[config.mk]
export PLATFORM = sky130hd
export DESIGN_NAME = array_table_insert_delete_search
export DESIGN_NICKNAME = d
export VERILOG_FILES = /design/src/atids_pkg.sv /design/src/atids_ram.sv /design/src/array_table_insert_delete_search.sv
export SDC_FILE = /design/constraint.sdc
export NUM_CORES = 1
export LEC_CHECK = 0
export BUFFER_PORTS_ARGS = -buffer_cell sky130_fd_sc_hd__buf_2
export CAP_MARGIN = 10
export CORE_MARGIN = 2
export CORE_UTILIZATION = 42
export DETAILED_ROUTE_END_ITERATION = 7
export GPL_TIMING_DRIVEN = 1
export PLACE_DENSITY_LB_ADDON = 0.1
export SYNTH_ARGS = -nofsm -noshare
export SYNTH_HDL_FRONTEND = slang
export SYNTH_SLANG_ARGS = --single-unit
[constraint.sdc]
create_clock -name clk -period 7.65 [get_ports clk]
set_input_delay 0.765 -clock clk [delete_from_list [all_inputs] [get_ports clk]]
set_output_delay 0.765 -clock clk [all_outputs]
set_load 0.01 [all_outputs]
[src/atids_pkg.sv]
// ----------------------------------------------------------------------------
// atids_pkg: shared types and constants for the array table
// Command codes, status codes, sequencer states and beat structs.
// ----------------------------------------------------------------------------
`default_nettype none

package atids_pkg;

  localparam int Depth     = 32;
  localparam int DataWidth = 32;
  localparam int AddrW     = $clog2(Depth);
  localparam int CntW      = $clog2(Depth + 1);

  localparam logic [2:0] FUNC_APPEND = 3'd0;
  localparam logic [2:0] FUNC_INSERT = 3'd1;
  localparam logic [2:0] FUNC_DELETE = 3'd2;
  localparam logic [2:0] FUNC_LSRCH  = 3'd3;
  localparam logic [2:0] FUNC_BSRCH  = 3'd4;
  localparam logic [2:0] FUNC_CLEAR  = 3'd5;

  localparam logic [1:0] ST_OK    = 2'd0;
  localparam logic [1:0] ST_FULL  = 2'd1;
  localparam logic [1:0] ST_RANGE = 2'd2;
  localparam logic [1:0] ST_MISS  = 2'd3;

  typedef struct packed {
    logic [2:0]         func;
    logic signed [31:0] value;
    logic [5:0]         position;
  } in_beat_t;

  typedef struct packed {
    logic [1:0]         status;
    logic [4:0]         found_index;
    logic signed [31:0] removed_value;
    logic [5:0]         count;
  } out_beat_t;

  typedef enum logic [3:0] {
    S_IDLE,
    S_INS_RD,
    S_INS_WR,
    S_DEL_RD,
    S_DEL_WR,
    S_LS_RD,
    S_LS_CHK,
    S_LS_SWAP,
    S_BS_RD,
    S_BS_CHK,
    S_DONE
  } seq_state_t;

endpackage

`default_nettype wire

[src/atids_ram.sv]
// ----------------------------------------------------------------------------
// atids_ram: generic single-port RAM
// One write or one read per cycle, read data registered.
// ----------------------------------------------------------------------------
`default_nettype none

module atids_ram #(
  parameter int Width = 32,
  parameter int Depth = 32
) (
  input  wire logic                     clk,
  input  wire logic                     we,
  input  wire logic [$clog2(Depth)-1:0] addr,
  input  wire logic [Width-1:0]         wdata,
  output      logic [Width-1:0]         rdata
);

  logic [Width-1:0] mem [Depth];

  always_ff @(posedge clk) begin
    if (we) begin
      mem[addr] <= wdata;
    end
    rdata <= mem[addr];
  end

endmodule

`default_nettype wire

[src/array_table_insert_delete_search.sv]
// ----------------------------------------------------------------------------
// array_table_insert_delete_search: dense array table with search
// Sequencer around one single-port element RAM, with a result register.
// ----------------------------------------------------------------------------
// Usage: in_valid/in_ready take one command beat (func, value, position);
//   out_valid/out_ready return one result beat per command; cfg_valid/
//   cfg_ready write the capacity register; do so only while no command is in
//   flight, as the block itself does not enforce it.
// Each entry moved or probed takes a RAM read state and then a write or
//   compare state (INS_RD/INS_WR, DEL_RD/DEL_WR, LS_RD/LS_CHK, BS_RD/BS_CHK),
//   as the single RAM port serves one address at a time; a linear hit past
//   index 0 adds LS_SWAP. Append only writes (INS_WR); errors, clear and
//   unused codes go straight to DONE.
// One command runs at a time; in_ready is high only while the sequencer is
//   idle and out of reset. A finished result moves to the output register,
//   so the next command starts while it waits; if that register is still
//   full the sequencer holds its result and in_ready stays low.
// Reset empties the table (count 0) and sets capacity to 32; the RAM is not
//   cleared, entries past the count never reach a result.
// ----------------------------------------------------------------------------
`default_nettype none

module array_table_insert_delete_search (
  input  wire logic                 clk,
  input  wire logic                 rst_n,
  input  wire logic                 in_valid,
  output      logic                 in_ready,
  input  wire atids_pkg::in_beat_t  in_data,
  output      logic                 out_valid,
  input  wire logic                 out_ready,
  output      atids_pkg::out_beat_t out_data,
  input  wire logic                 cfg_valid,
  output      logic                 cfg_ready,
  input  wire logic [5:0]           cfg_data
);
  import atids_pkg::*;

  seq_state_t state_r, state_nxt;
  logic [5:0]            cap_r;
  logic [CntW-1:0]       cnt_r, cnt_nxt;
  logic [2:0]            func_r, func_nxt;
  logic [DataWidth-1:0]  val_r, val_nxt;
  logic [CntW-1:0]       pos_r, pos_nxt;
  logic [CntW-1:0]       idx_r, idx_nxt;
  logic signed [CntW:0]  lo_r, lo_nxt, hi_r, hi_nxt;
  out_beat_t             res_r, res_nxt;
  logic                  out_valid_r, out_valid_nxt;
  out_beat_t             out_r, out_nxt;

  logic                  we;
  logic [AddrW-1:0]      addr;
  logic [DataWidth-1:0]  wdata, rdata;

  logic [CntW-1:0] cap_lim;
  logic signed [CntW:0] mid, mid_dn, mid_up;
  logic [DataWidth-1:0] in_val;
  logic                 del_last;

  atids_ram #(.Width(DataWidth), .Depth(Depth)) u_ram (
    .clk(clk), .we(we), .addr(addr), .wdata(wdata), .rdata(rdata)
  );

  assign cap_lim  = (cap_r > 6'(Depth)) ? CntW'(Depth) : CntW'(cap_r);
  assign mid      = (lo_r + hi_r) >>> 1;
  assign mid_dn   = mid - (CntW+1)'(1);
  assign mid_up   = mid + (CntW+1)'(1);
  assign in_val   = DataWidth'(signed'(in_data.value));
  assign in_ready = rst_n && (state_r == S_IDLE);
  assign cfg_ready = rst_n;
  assign out_valid = out_valid_r;
  assign out_data  = out_r;
  // the removed element is captured on the first pass, shifts follow
  assign del_last = (lo_r == '0) ? (idx_r + 1'b1 >= cnt_r) : (idx_r + 2'd2 >= cnt_r);

  always_ff @(posedge clk) begin
    if (!rst_n) begin
      state_r     <= S_IDLE;
      cap_r       <= 6'd32;
      cnt_r       <= '0;
      out_valid_r <= 1'b0;
    end else begin
      state_r     <= state_nxt;
      cnt_r       <= cnt_nxt;
      out_valid_r <= out_valid_nxt;
      if (cfg_valid) begin
        cap_r <= cfg_data;
      end
    end
    func_r <= func_nxt;
    val_r  <= val_nxt;
    pos_r  <= pos_nxt;
    idx_r  <= idx_nxt;
    lo_r   <= lo_nxt;
    hi_r   <= hi_nxt;
    res_r  <= res_nxt;
    out_r  <= out_nxt;
  end

  // next state
  always_comb begin
    state_nxt = state_r;
    case (state_r)
      S_IDLE: begin
        if (in_valid) begin
          case (in_data.func)
            FUNC_APPEND, FUNC_INSERT: begin
              if (cnt_r >= cap_lim) begin
                state_nxt = S_DONE;
              end else if (in_data.func == FUNC_INSERT && in_data.position > cnt_r) begin
                state_nxt = S_DONE;
              end else if (in_data.func == FUNC_INSERT && in_data.position != cnt_r) begin
                state_nxt = S_INS_RD;
              end else begin
                state_nxt = S_INS_WR;
              end
            end
            FUNC_DELETE: state_nxt = (in_data.position >= cnt_r) ? S_DONE : S_DEL_RD;
            FUNC_LSRCH:  state_nxt = (cnt_r == '0) ? S_DONE : S_LS_RD;
            FUNC_BSRCH:  state_nxt = (cnt_r == '0) ? S_DONE : S_BS_RD;
            default:     state_nxt = S_DONE;
          endcase
        end
      end
      S_INS_RD:  state_nxt = S_INS_WR;
      S_INS_WR:  state_nxt = (idx_r == pos_r) ? S_DONE : S_INS_RD;
      S_DEL_RD:  state_nxt = S_DEL_WR;
      S_DEL_WR:  state_nxt = del_last ? S_DONE : S_DEL_RD;
      S_LS_RD:   state_nxt = S_LS_CHK;
      S_LS_CHK: begin
        if (rdata == val_r) begin
          state_nxt = (idx_r == '0) ? S_DONE : S_LS_SWAP;
        end else if (idx_r + 1'b1 >= cnt_r) begin
          state_nxt = S_DONE;
        end else begin
          state_nxt = S_LS_RD;
        end
      end
      S_LS_SWAP: state_nxt = S_DONE;
      S_BS_RD:   state_nxt = S_BS_CHK;
      S_BS_CHK: begin
        if (rdata == val_r) begin
          state_nxt = S_DONE;
        end else if ((signed'(val_r) < signed'(rdata)) ? (mid_dn < lo_r)
                                                       : (mid_up > hi_r)) begin
          state_nxt = S_DONE;
        end else begin
          state_nxt = S_BS_RD;
        end
      end
      S_DONE:    state_nxt = (!out_valid_r || out_ready) ? S_IDLE : S_DONE;
      default:   state_nxt = S_IDLE;
    endcase
  end

  // datapath and RAM control
  always_comb begin
    cnt_nxt  = cnt_r;
    func_nxt = func_r;
    val_nxt  = val_r;
    pos_nxt  = pos_r;
    idx_nxt  = idx_r;
    lo_nxt   = lo_r;
    hi_nxt   = hi_r;
    res_nxt  = res_r;
    out_valid_nxt = out_valid_r & ~out_ready;
    out_nxt  = out_r;
    we       = 1'b0;
    addr     = idx_r[AddrW-1:0];
    wdata    = val_r;
    case (state_r)
      S_IDLE: begin
        if (in_valid) begin
          func_nxt = in_data.func;
          val_nxt  = in_val;
          pos_nxt  = (in_data.func == FUNC_APPEND) ? cnt_r : CntW'(in_data.position);
          res_nxt  = '{status: ST_OK, found_index: '0, removed_value: '0,
                       count: 6'(cnt_r)};
          lo_nxt   = '0;
          hi_nxt   = signed'({1'b0, cnt_r}) - (CntW+1)'(1);
          case (in_data.func)
            FUNC_APPEND, FUNC_INSERT: begin
              if (cnt_r >= cap_lim) begin
                res_nxt.status = ST_FULL;
              end else if (in_data.func == FUNC_INSERT && in_data.position > cnt_r) begin
                res_nxt.status = ST_RANGE;
              end
              idx_nxt = cnt_r;
            end
            FUNC_DELETE: begin
              if (in_data.position >= cnt_r) begin
                res_nxt.status = ST_RANGE;
              end
              idx_nxt = CntW'(in_data.position);
            end
            FUNC_LSRCH, FUNC_BSRCH: begin
              if (cnt_r == '0) begin
                res_nxt.status = ST_MISS;
              end
              idx_nxt = '0;
            end
            FUNC_CLEAR: begin
              cnt_nxt = '0;
              res_nxt.count = '0;
            end
            default: ;
          endcase
        end
      end
      S_INS_RD: begin
        addr = AddrW'(idx_r - 1'b1);
      end
      S_INS_WR: begin
        we = 1'b1;
        if (idx_r == pos_r) begin
          wdata = val_r;
          cnt_nxt = cnt_r + 1'b1;
          res_nxt.count = 6'(cnt_r + 1'b1);
        end else begin
          wdata = rdata;
          idx_nxt = idx_r - 1'b1;
        end
      end
      S_DEL_RD: begin
        addr = AddrW'(idx_r + 1'b1);
        if (lo_r == '0 && idx_r == pos_r) begin
          addr = idx_r[AddrW-1:0];
        end
      end
      S_DEL_WR: begin
        // first pass reads the removed element, later passes shift down
        if (lo_r == '0 && idx_r == pos_r) begin
          res_nxt.removed_value = rdata;
          lo_nxt = (CntW+1)'(1);
          idx_nxt = idx_r;
        end else begin
          we = 1'b1;
          wdata = rdata;
          idx_nxt = idx_r + 1'b1;
        end
        if (del_last) begin
          cnt_nxt = cnt_r - 1'b1;
          res_nxt.count = 6'(cnt_r - 1'b1);
        end
      end
      S_LS_RD: begin
        addr = idx_r[AddrW-1:0];
      end
      S_LS_CHK: begin
        addr = AddrW'(idx_r - 1'b1);
        if (rdata == val_r) begin
          res_nxt.found_index = idx_r[AddrW-1:0];
          if (idx_r != '0) begin
            we = 1'b1;
            wdata = rdata;
          end
        end else if (idx_r + 1'b1 >= cnt_r) begin
          res_nxt.status = ST_MISS;
        end else begin
          idx_nxt = idx_r + 1'b1;
        end
      end
      S_LS_SWAP: begin
        // predecessor was read during the check: move it into the hit's slot
        we = 1'b1;
        addr = idx_r[AddrW-1:0];
        wdata = rdata;
      end
      S_BS_RD: begin
        addr = mid[AddrW-1:0];
      end
      S_BS_CHK: begin
        if (rdata == val_r) begin
          res_nxt.found_index = mid[AddrW-1:0];
        end else if (signed'(val_r) < signed'(rdata)) begin
          hi_nxt = mid_dn;
          if (mid_dn < lo_r) res_nxt.status = ST_MISS;
        end else begin
          lo_nxt = mid_up;
          if (mid_up > hi_r) res_nxt.status = ST_MISS;
        end
      end
      S_DONE: begin
        // hand the result to the output register once it is free
        if (!out_valid_r || out_ready) begin
          out_valid_nxt = 1'b1;
          out_nxt = res_r;
        end
      end
      default: ;
    endcase
  end

endmodule

`default_nettype wire

==> results of run 1 <==
cells in the final DEF, fill, tap and decap left out, drive strengths merged, types with 9 or more instances in the layout:
cell,n
ha,87
nand4,41
inv,90
nor3,17
bufinv,11
mux4,256
nor2b,20
a22oi,134
clkinv,49
nor2,113
xnor2,27
o21ai,69
a21o,13
mux2i,16
clkbuf,175
buf,178
nand3,51
or3,10
nand2b,9
edfxtp,1172
dfxtp,49
a21oi,48
nand2,124
and2,12
xor2,13
flip-flops by register name, indices dropped and copies added (netlist names):
signal and count:
cnt_r 6, hi_r 7, pos_r 6, res_r 45
out_valid 1, state_r 4, out_data 45, cap_r 6
idx_r 6, u_ram.rdata 32, val_r 32, u_ram.mem 1024
lo_r 7
routing by layer:
| layer | routed length [µm] | share of wire |
|---|---|---|
| met5 | 35 | 0.00026 |
| met4 | 2350 | 0.018 |
| met1 | 60700 | 0.46 |
| met3 | 8650 | 0.065 |
| met2 | 61100 | 0.46 |
stage by stage:
stage               power, W  std cells
floorplan             0.0169       2590
global placement      0.0217       4160
detailed placement    0.0217       4161
CTS                   0.0282       4406
global route          0.0292       4408
finish                0.0279       4409
cell usage after synthesis, drive strengths merged, types with 5 or more instances:
library cell,n
mux4,256
a31oi,6
nor2,113
or3,10
a21oi,48
xor2,13
nand2,124
o211ai,7
a22oi,134
xnor2,27
clkbuf,85
nor3,17
o21ai,69
ha,87
buf,45
o22ai,7
dfxtp,49
o21a,5
nand2b,9
a21o,13
and3,5
nand4,41
nor2b,20
inv,81
nand3,51
mux2i,16
edfxtp,1172
a211oi,5
mux2,5
o21bai,6
and2,12
cell families (layout without fill, tap and decap cells):
logic type / after synthesis / after routing / share of synthesized area
flops: 1221 / 1221 / 0.741
simple gates: 415 / 415 / 0.0405
compound gates: 337 / 337 / 0.0468
mux: 277 / 277 / 0.123
buf+inv: 211 / 505 / 0.0188
fa+ha+maj: 89 / 89 / 0.0231
xor+xnor: 40 / 40 / 0.00718
other cells: 0 / 1 / 0
worst max-delay path by stage:
stage | end | slack, ns | cells past startpoint
5_1_grt | u_ram.mem[26][9]$_DFFE_PP_ | 1.91 | 12
3_5_place_dp | u_ram.mem[22][11]$_DFFE_PP_ | 1.54 | 11
4_1_cts | u_ram.mem[26][9]$_DFFE_PP_ | 1.51 | 11
2_1_floorplan | out_data[0]$_DFFE_PP_ | 1.97 | 4
6_report | u_ram.mem[26][12]$_DFFE_PP_ | 2.11 | 12
3_3_place_gp | u_ram.mem[26][10]$_DFFE_PP_ | 1.72 | 11
final cells by class:
cell class | count | area, µm²
inverter | 81 | 304
sequential | 1221 | 36200
tap | 1524 | 1910
timing repair buffer | 179 | 1170
fill | 9539 | 59700
clock buffer | 174 | 3710
antenna | 1 | 2.50
clock inverter | 71 | 679
multi-input combinational | 1158 | 12100
power groups by stage:
| stage | sequential (W) | clock [W] | combinational (W) |
|---|---|---|---|
| 2_1_floorplan | 0.00930 | 0 | 0.00763 |
| 3_3_place_gp | 0.00950 | 0 | 0.0122 |
| 3_5_place_dp | 0.00952 | 0 | 0.0122 |
| 4_1_cts | 0.00939 | 0.00655 | 0.0122 |
| 5_1_grt | 0.00944 | 0.00683 | 0.0129 |
| 6_report | 0.00939 | 0.00643 | 0.0121 |
==> flow_results.xml, run 1 <==
<?xml version="1.0" encoding="UTF-8"?>
<metrics>
  <group name="clock_tree">
    <metric name="clock_insertion_delay_worst_skew" unit="ns">0.75</metric>
    <metric name="htree_levels" unit="">4</metric>
    <metric name="cts-resized-gates" unit="">0</metric>
    <metric name="clock-root-buffer" unit="">sky130_fd_sc_hd__clkbuf_16</metric>
    <metric name="path_clk_slew" unit="ns">0.06</metric>
    <metric name="cts_sinks" unit="">1221</metric>
    <metric name="tritoncts" unit="">done</metric>
    <metric name="clockBufferDepth" unit="">3</metric>
    <metric name="cts_made_buffers" unit="">134</metric>
    <metric name="post-cts-setup-buffers" unit="">0</metric>
    <metric name="holdBufCountCts" unit="">0</metric>
  </group>
  <group name="floorplanning">
    <metric name="die-height" unit="µm">345</metric>
    <metric name="std_cell_rows" unit="">125</metric>
    <metric name="start_util" unit="">0.422</metric>
    <metric name="ios" unit="">100</metric>
    <metric name="die_area" unit="µm²">119000</metric>
    <metric name="floorplan.core_area" unit="µm²">116000</metric>
    <metric name="die_x" unit="µm">345</metric>
  </group>
  <group name="setup_path">
    <metric name="timing.rr.start" unit="">u_ram.rdata[11]$_DFF_P_</metric>
    <metric name="timing.critical_path.arrival" unit="ns">5.98</metric>
    <metric name="rr_endpoint" unit="">u_ram.mem[26][12]$_DFFE_PP_</metric>
    <metric name="nature_of_the_critical_path_startpoint" unit="">register</metric>
    <metric name="worst-path-buf-inv" unit="">3</metric>
    <metric name="timing_worst_setup_path_type" unit="">reg2reg</metric>
    <metric name="critPathTopFamily" unit="">simple AND/OR/NAND/NOR gates</metric>
    <metric name="worst_reg_to_reg_path_cell_count" unit="">12</metric>
    <metric name="cp.required" unit="ns">8.09</metric>
    <metric name="crit_path_end_kind" unit="">register</metric>
    <metric name="worst-path-max-fanout" unit="">21</metric>
    <metric name="timing.critical_path.slowest_cell_delay" unit="ns">1.03</metric>
    <metric name="critical_path.cell_chain" unit="">inv_1 -&gt; ha_1 -&gt; nand4_1 -&gt; nor3_1 -&gt; buf_4 -&gt; nand3_1 -&gt; o21bai_1 -&gt; a21oi_1 -&gt; o21ai_0 -&gt; nand3b_1 -&gt; nor2_4 -&gt; buf_4</metric>
    <metric name="cp-startpoint" unit="">u_ram.rdata[11]$_DFF_P_</metric>
    <metric name="critPathSlowestCell" unit="">sky130_fd_sc_hd__nor2_4</metric>
    <metric name="reg2reg_setup_slack" unit="ns">2.11</metric>
    <metric name="cpMostUsedCell" unit="">sky130_fd_sc_hd__buf_4</metric>
  </group>
  <group name="outcome">
    <metric name="status" unit="">finished clean</metric>
  </group>
  <group name="detailed_routing">
    <metric name="detail_route.first_pass.iterations" unit="">7</metric>
    <metric name="route.detailed.drc" unit="">0</metric>
    <metric name="routed-via-count" unit="">25900</metric>
    <metric name="vias_per_cell" unit="">5.87</metric>
    <metric name="drt_iter0_drc" unit="">2851</metric>
    <metric name="wl" unit="µm">133000</metric>
    <metric name="drt-wirelength-per-cell" unit="µm">30.1</metric>
    <metric name="ant_nets" unit="">0</metric>
  </group>
  <group name="sta">
    <metric name="slew_headroom" unit="">0.150</metric>
    <metric name="fin_skew" unit="ns">0.0317</metric>
    <metric name="rsz0062_at_grt" unit="">no</metric>
    <metric name="achievable-frequency" unit="GHz">0.180</metric>
    <metric name="setup_viol_count_final" unit="">0</metric>
    <metric name="hold-worst-slack" unit="ns">0.200</metric>
    <metric name="report.final.slew_viol_count" unit="">0</metric>
    <metric name="hold_violations" unit="">0</metric>
    <metric name="worst_pin_slew" unit="ns">1.27</metric>
    <metric name="setup_total_negative_slack" unit="ns">0</metric>
    <metric name="min_period_over_period" unit="">0.724</metric>
    <metric name="period_minus_slack" unit="ns">5.54</metric>
    <metric name="finalWorstSetupSlack" unit="ns">2.11</metric>
  </group>
  <group name="place">
    <metric name="port_buffers" unit="">99</metric>
    <metric name="dp_slack" unit="ns">1.54</metric>
    <metric name="post-dp-hpwl" unit="µm">85100</metric>
    <metric name="gp_congestion" unit="">0.884</metric>
    <metric name="post_dp_cell_area" unit="µm²">51600</metric>
  </group>
  <group name="logic_synthesis">
    <metric name="count_of_flip_flops_with_a_built_in_enable_after_synthesis" unit="">1172</metric>
    <metric name="synth_top_cell_area_share" unit="">0.721</metric>
    <metric name="yosys_most_used_dff" unit="">sky130_fd_sc_hd__edfxtp_1</metric>
    <metric name="synth_area" unit="µm²">48800</metric>
    <metric name="mean_post_synth_cell_area" unit="µm²">18.8</metric>
    <metric name="syn_inst" unit="">2590</metric>
    <metric name="post_synthesis_sequential_area_ratio" unit="">0.741</metric>
    <metric name="synth_area_leader_cell" unit="">sky130_fd_sc_hd__edfxtp_1</metric>
    <metric name="yosys_warnings" unit="">0</metric>
    <metric name="ys_top_cells_by_area" unit="">sky130_fd_sc_hd__edfxtp_1, sky130_fd_sc_hd__mux4_2, sky130_fd_sc_hd__ha_1</metric>
    <metric name="async_reset_ff_frac" unit="">0</metric>
    <metric name="number_of_unique_standard_cell_types_used_by_synthesis" unit="">70</metric>
    <metric name="synth_seq_cells" unit="">1221</metric>
    <metric name="syn_nets" unit="">2731</metric>
  </group>
  <group name="pwr">
    <metric name="comb_power_share" unit="">0.434</metric>
    <metric name="total_leakage_power" unit="nW">18.3</metric>
    <metric name="p_sw" unit="W">0.0108</metric>
    <metric name="seq_power_share" unit="">0.336</metric>
    <metric name="clockPowerShare" unit="">0.230</metric>
    <metric name="power.switching_fraction" unit="">0.387</metric>
    <metric name="internal_power" unit="W">0.0171</metric>
    <metric name="power.ir.vdd_worst" unit="mV">0.642</metric>
    <metric name="power_density" unit="nW/µm²">499</metric>
  </group>
  <group name="layout">
    <metric name="final_core_utilization" unit="">0.484</metric>
    <metric name="finish.net_count" unit="">2916</metric>
    <metric name="layout-drive-gt1-share" unit="">0.243</metric>
    <metric name="layout-area-overhead-vs-synth" unit="%">14.8</metric>
    <metric name="finish.instance_area" unit="µm²">56000</metric>
  </group>
  <group name="global_routing">
    <metric name="gr-total-overflow" unit="">0</metric>
    <metric name="grt_max_degree" unit="">97</metric>
    <metric name="grt.met2_usage" unit="">0.345</metric>
    <metric name="globalRoute.busiestLayer" unit="">met2</metric>
    <metric name="grt_antenna_before_repair" unit="">5</metric>
    <metric name="grt_first_pass_wirelength" unit="µm">191000</metric>
    <metric name="vias_in_the_first_global_route" unit="">25900</metric>
    <metric name="globalRouteMet3Util" unit="">0.0403</metric>
    <metric name="grt.met1_usage" unit="">0.341</metric>
    <metric name="total_track_usage" unit="">0.227</metric>
  </group>
  <group name="worst_hold_path">
    <metric name="hp-start" unit="">in_data[14]</metric>
    <metric name="hold-path-endpoint" unit="">val_r[8]$_DFFE_PP_</metric>
    <metric name="hold_class" unit="">in2reg</metric>
    <metric name="hold_depth" unit="">1</metric>
  </group>
  <group name="job">
    <metric name="cap_viol_max_count" unit="">0</metric>
  </group>
</metrics>
(Power assumes the default switching activity.)
==> run 2: changes to the inputs <==
clock period = 4.85 ns   (was 7.65 ns; I/O delays follow)
==> run 2 against run 1 <==
Against the previous run: worst hold slack worse by 0.11 ns; worst setup slack worse by 1.7 ns; clock power rose by 55%; global-route usage is 0.90 points higher; critical path type unchanged; critical endpoint is now u_ram.mem[15][28]$_DFFE_PP_; largest power group unchanged.
==> flow_results.xml, run 2 (synthesis gave the netlist of run 1 again) <==
<?xml version="1.0" encoding="UTF-8"?>
<metrics>
  <group name="layout">
    <metric name="layout-area-overhead-vs-synth" unit="%">17.1</metric>
    <metric name="layout-drive-gt1-share" unit="">0.258</metric>
    <metric name="layout.cells.most_common" unit="">sky130_fd_sc_hd__edfxtp_1</metric>
    <metric name="final_core_utilization" unit="">0.494</metric>
    <metric name="final_cell_count_no_fill" unit="">4511</metric>
    <metric name="finish.net_count" unit="">3023</metric>
    <metric name="regArea" unit="µm²">36200</metric>
    <metric name="largest_register_ffs" unit="">1024</metric>
    <metric name="antenna-diode-count" unit="">0</metric>
    <metric name="num-fill-cells" unit="">9489</metric>
    <metric name="finish.instance_area" unit="µm²">57200</metric>
    <metric name="most-common-layout-cells" unit="">sky130_fd_sc_hd__edfxtp_1, sky130_fd_sc_hd__mux4_2, sky130_fd_sc_hd__clkbuf_16, sky130_fd_sc_hd__a22oi_1, sky130_fd_sc_hd__nand2_1</metric>
    <metric name="regMostFlops" unit="">u_ram.mem</metric>
    <metric name="multi_input_comb_area" unit="µm²">12100</metric>
  </group>
  <group name="pwr">
    <metric name="total_leakage_power" unit="nW">18.9</metric>
    <metric name="power.ir.vdd_worst" unit="mV">0.795</metric>
    <metric name="power_density" unit="nW/µm²">758</metric>
  </group>
  <group name="setup_path">
    <metric name="critical_path.cell_chain" unit="">ha_1 -&gt; nand4_1 -&gt; nor3_1 -&gt; nand3_1 -&gt; o21bai_1 -&gt; a21oi_1 -&gt; o21ai_0 -&gt; or3_1 -&gt; buf_4 -&gt; nor2_4 -&gt; buf_4</metric>
    <metric name="timing_worst_setup_path_type" unit="">reg2reg</metric>
    <metric name="nature_of_the_critical_path_startpoint" unit="">register</metric>
    <metric name="worst-path-max-fanout" unit="">18</metric>
    <metric name="cp.required" unit="ns">5.23</metric>
    <metric name="timing.critical_path.slowest_cell_delay" unit="ns">0.56</metric>
    <metric name="crit_path_end_kind" unit="">register</metric>
    <metric name="cpMostUsedCell" unit="">sky130_fd_sc_hd__buf_4</metric>
    <metric name="timing.critical_path.arrival" unit="ns">4.78</metric>
    <metric name="critPathSlowestCell" unit="">sky130_fd_sc_hd__edfxtp_1</metric>
    <metric name="worst-path-buf-inv" unit="">2</metric>
    <metric name="critPathTopFamily" unit="">simple AND/OR/NAND/NOR gates</metric>
  </group>
  <group name="floorplanning">
    <metric name="start_util" unit="">0.422</metric>
    <metric name="std_cell_rows" unit="">125</metric>
    <metric name="die-height" unit="µm">345</metric>
    <metric name="floorplan.core_area" unit="µm²">116000</metric>
    <metric name="die_area" unit="µm²">119000</metric>
    <metric name="die_x" unit="µm">345</metric>
    <metric name="ios" unit="">100</metric>
  </group>
  <group name="clock_tree">
    <metric name="path_clk_slew" unit="ns">0.06</metric>
    <metric name="cts-resized-gates" unit="">0</metric>
    <metric name="clock_insertion_delay_worst_skew" unit="ns">0.76</metric>
    <metric name="cts_sinks" unit="">1221</metric>
    <metric name="tritoncts" unit="">done</metric>
    <metric name="clock-root-buffer" unit="">sky130_fd_sc_hd__clkbuf_16</metric>
    <metric name="htree_levels" unit="">4</metric>
    <metric name="clockBufferDepth" unit="">3</metric>
    <metric name="post-cts-setup-buffers" unit="">0</metric>
    <metric name="cts_made_buffers" unit="">133</metric>
  </group>
  <group name="sta">
    <metric name="min_period_over_period" unit="">0.908</metric>
    <metric name="setup_total_negative_slack" unit="ns">0</metric>
    <metric name="finalWorstSetupSlack" unit="ns">0.448</metric>
    <metric name="period_minus_slack" unit="ns">4.40</metric>
    <metric name="rsz0062_at_grt" unit="">no</metric>
    <metric name="achievable-frequency" unit="GHz">0.227</metric>
    <metric name="report.final.slew_viol_count" unit="">0</metric>
    <metric name="fin_skew" unit="ns">0.0249</metric>
    <metric name="setup_viol_count_final" unit="">0</metric>
    <metric name="worst_pin_slew" unit="ns">0.992</metric>
    <metric name="slew_headroom" unit="">0.337</metric>
    <metric name="hold_violations" unit="">0</metric>
  </group>
  <group name="place">
    <metric name="placed_cells_incl_taps" unit="">4233</metric>
    <metric name="port_buffers" unit="">99</metric>
    <metric name="dp_slack" unit="ns">0.574</metric>
    <metric name="gp_congestion" unit="">0.830</metric>
    <metric name="post_dp_cell_area" unit="µm²">52500</metric>
    <metric name="post-dp-hpwl" unit="µm">84200</metric>
  </group>
  <group name="outcome">
    <metric name="status" unit="">finished clean</metric>
  </group>
  <group name="global_routing">
    <metric name="gr-total-overflow" unit="">0</metric>
    <metric name="grt_max_degree" unit="">102</metric>
    <metric name="total_track_usage" unit="">0.236</metric>
    <metric name="grt_first_pass_wirelength" unit="µm">196000</metric>
    <metric name="vias_in_the_first_global_route" unit="">26700</metric>
    <metric name="grt_antenna_before_repair" unit="">2</metric>
  </group>
  <group name="detailed_routing">
    <metric name="route.detailed.drc" unit="">0</metric>
    <metric name="detail_route.first_pass.iterations" unit="">5</metric>
    <metric name="drt_iter0_drc" unit="">2768</metric>
    <metric name="wl" unit="µm">139000</metric>
    <metric name="vias_per_cell" unit="">5.85</metric>
    <metric name="ant_nets" unit="">0</metric>
    <metric name="drt-wirelength-per-cell" unit="µm">30.7</metric>
    <metric name="routed-via-count" unit="">26400</metric>
  </group>
  <group name="job">
    <metric name="cap_viol_max_count" unit="">0</metric>
  </group>
  <group name="worst_hold_path">
    <metric name="hold_class" unit="">in2reg</metric>
  </group>
</metrics>
## run 2: repair_timing
action | in CTS | in global routing
endpoints found under the setup margin | 0 | 0
hold buffers | 38 | 0
endpoints found under the hold margin | 38 | 0
## run 2: through the flow
step	power, W	hold slack (ns)
after floorplan	0.0267	0.400
after global placement	0.0336	0.402
after detailed placement	0.0337	0.405
after CTS	0.0438	0.0466
after global routing	0.0454	0.0842
final	0.0434	0.0919
## run 2: path summary, 6_finish.rpt
path	startpoint	end	slack [ns]	cells after the start
hold reg to reg	res_r[30]$_SDFFCE_PN0P_	out_data[30]$_DFFE_PP_	0.42	0
setup / recovery	val_r[6]$_DFFE_PP_	u_ram.mem[15][28]$_DFFE_PP_	0.45	11
hold / removal	cfg_valid	cap_r[5]$_SDFFE_PN1P_	0.09	2
setup reg to reg	val_r[6]$_DFFE_PP_	u_ram.mem[15][28]$_DFFE_PP_	0.45	11
## run 2: area by class of cell
| class | instances | area share |
|---|---|---|
| repair buffers | 287 | 0.0418 |
| well taps | 1524 | 0.0333 |
| clock buffers | 182 | 0.0643 |
| inverters | 81 | 0.00532 |
| clock inverters | 58 | 0.0111 |
| multi-input cells | 1158 | 0.212 |
| flip-flops and latches | 1221 | 0.633 |
## run 2: where the power goes
| group | switching [W] | total (W) | internal [W] |
|---|---|---|---|
| registers | 0.000483 | 0.0147 | 0.0142 |
| clock network | 0.00419 | 0.00997 | 0.00579 |
| logic | 0.0114 | 0.0187 | 0.00733 |
| total | 0.0161 | 0.0434 | 0.0273 |
## run 2: metal layers
| metal | up-vias | global-route usage | part of all wire |
|---|---|---|---|
| met5 | - | 0 | 0 |
| met4 | 0 | 0.0665 | 0.023 |
| met3 | 184 | 0.0460 | 0.066 |
| met2 | 1009 | 0.384 | 0.49 |
| met1 | 14000 | 0.324 | 0.43 |
| li1 | 11200 | - | - |
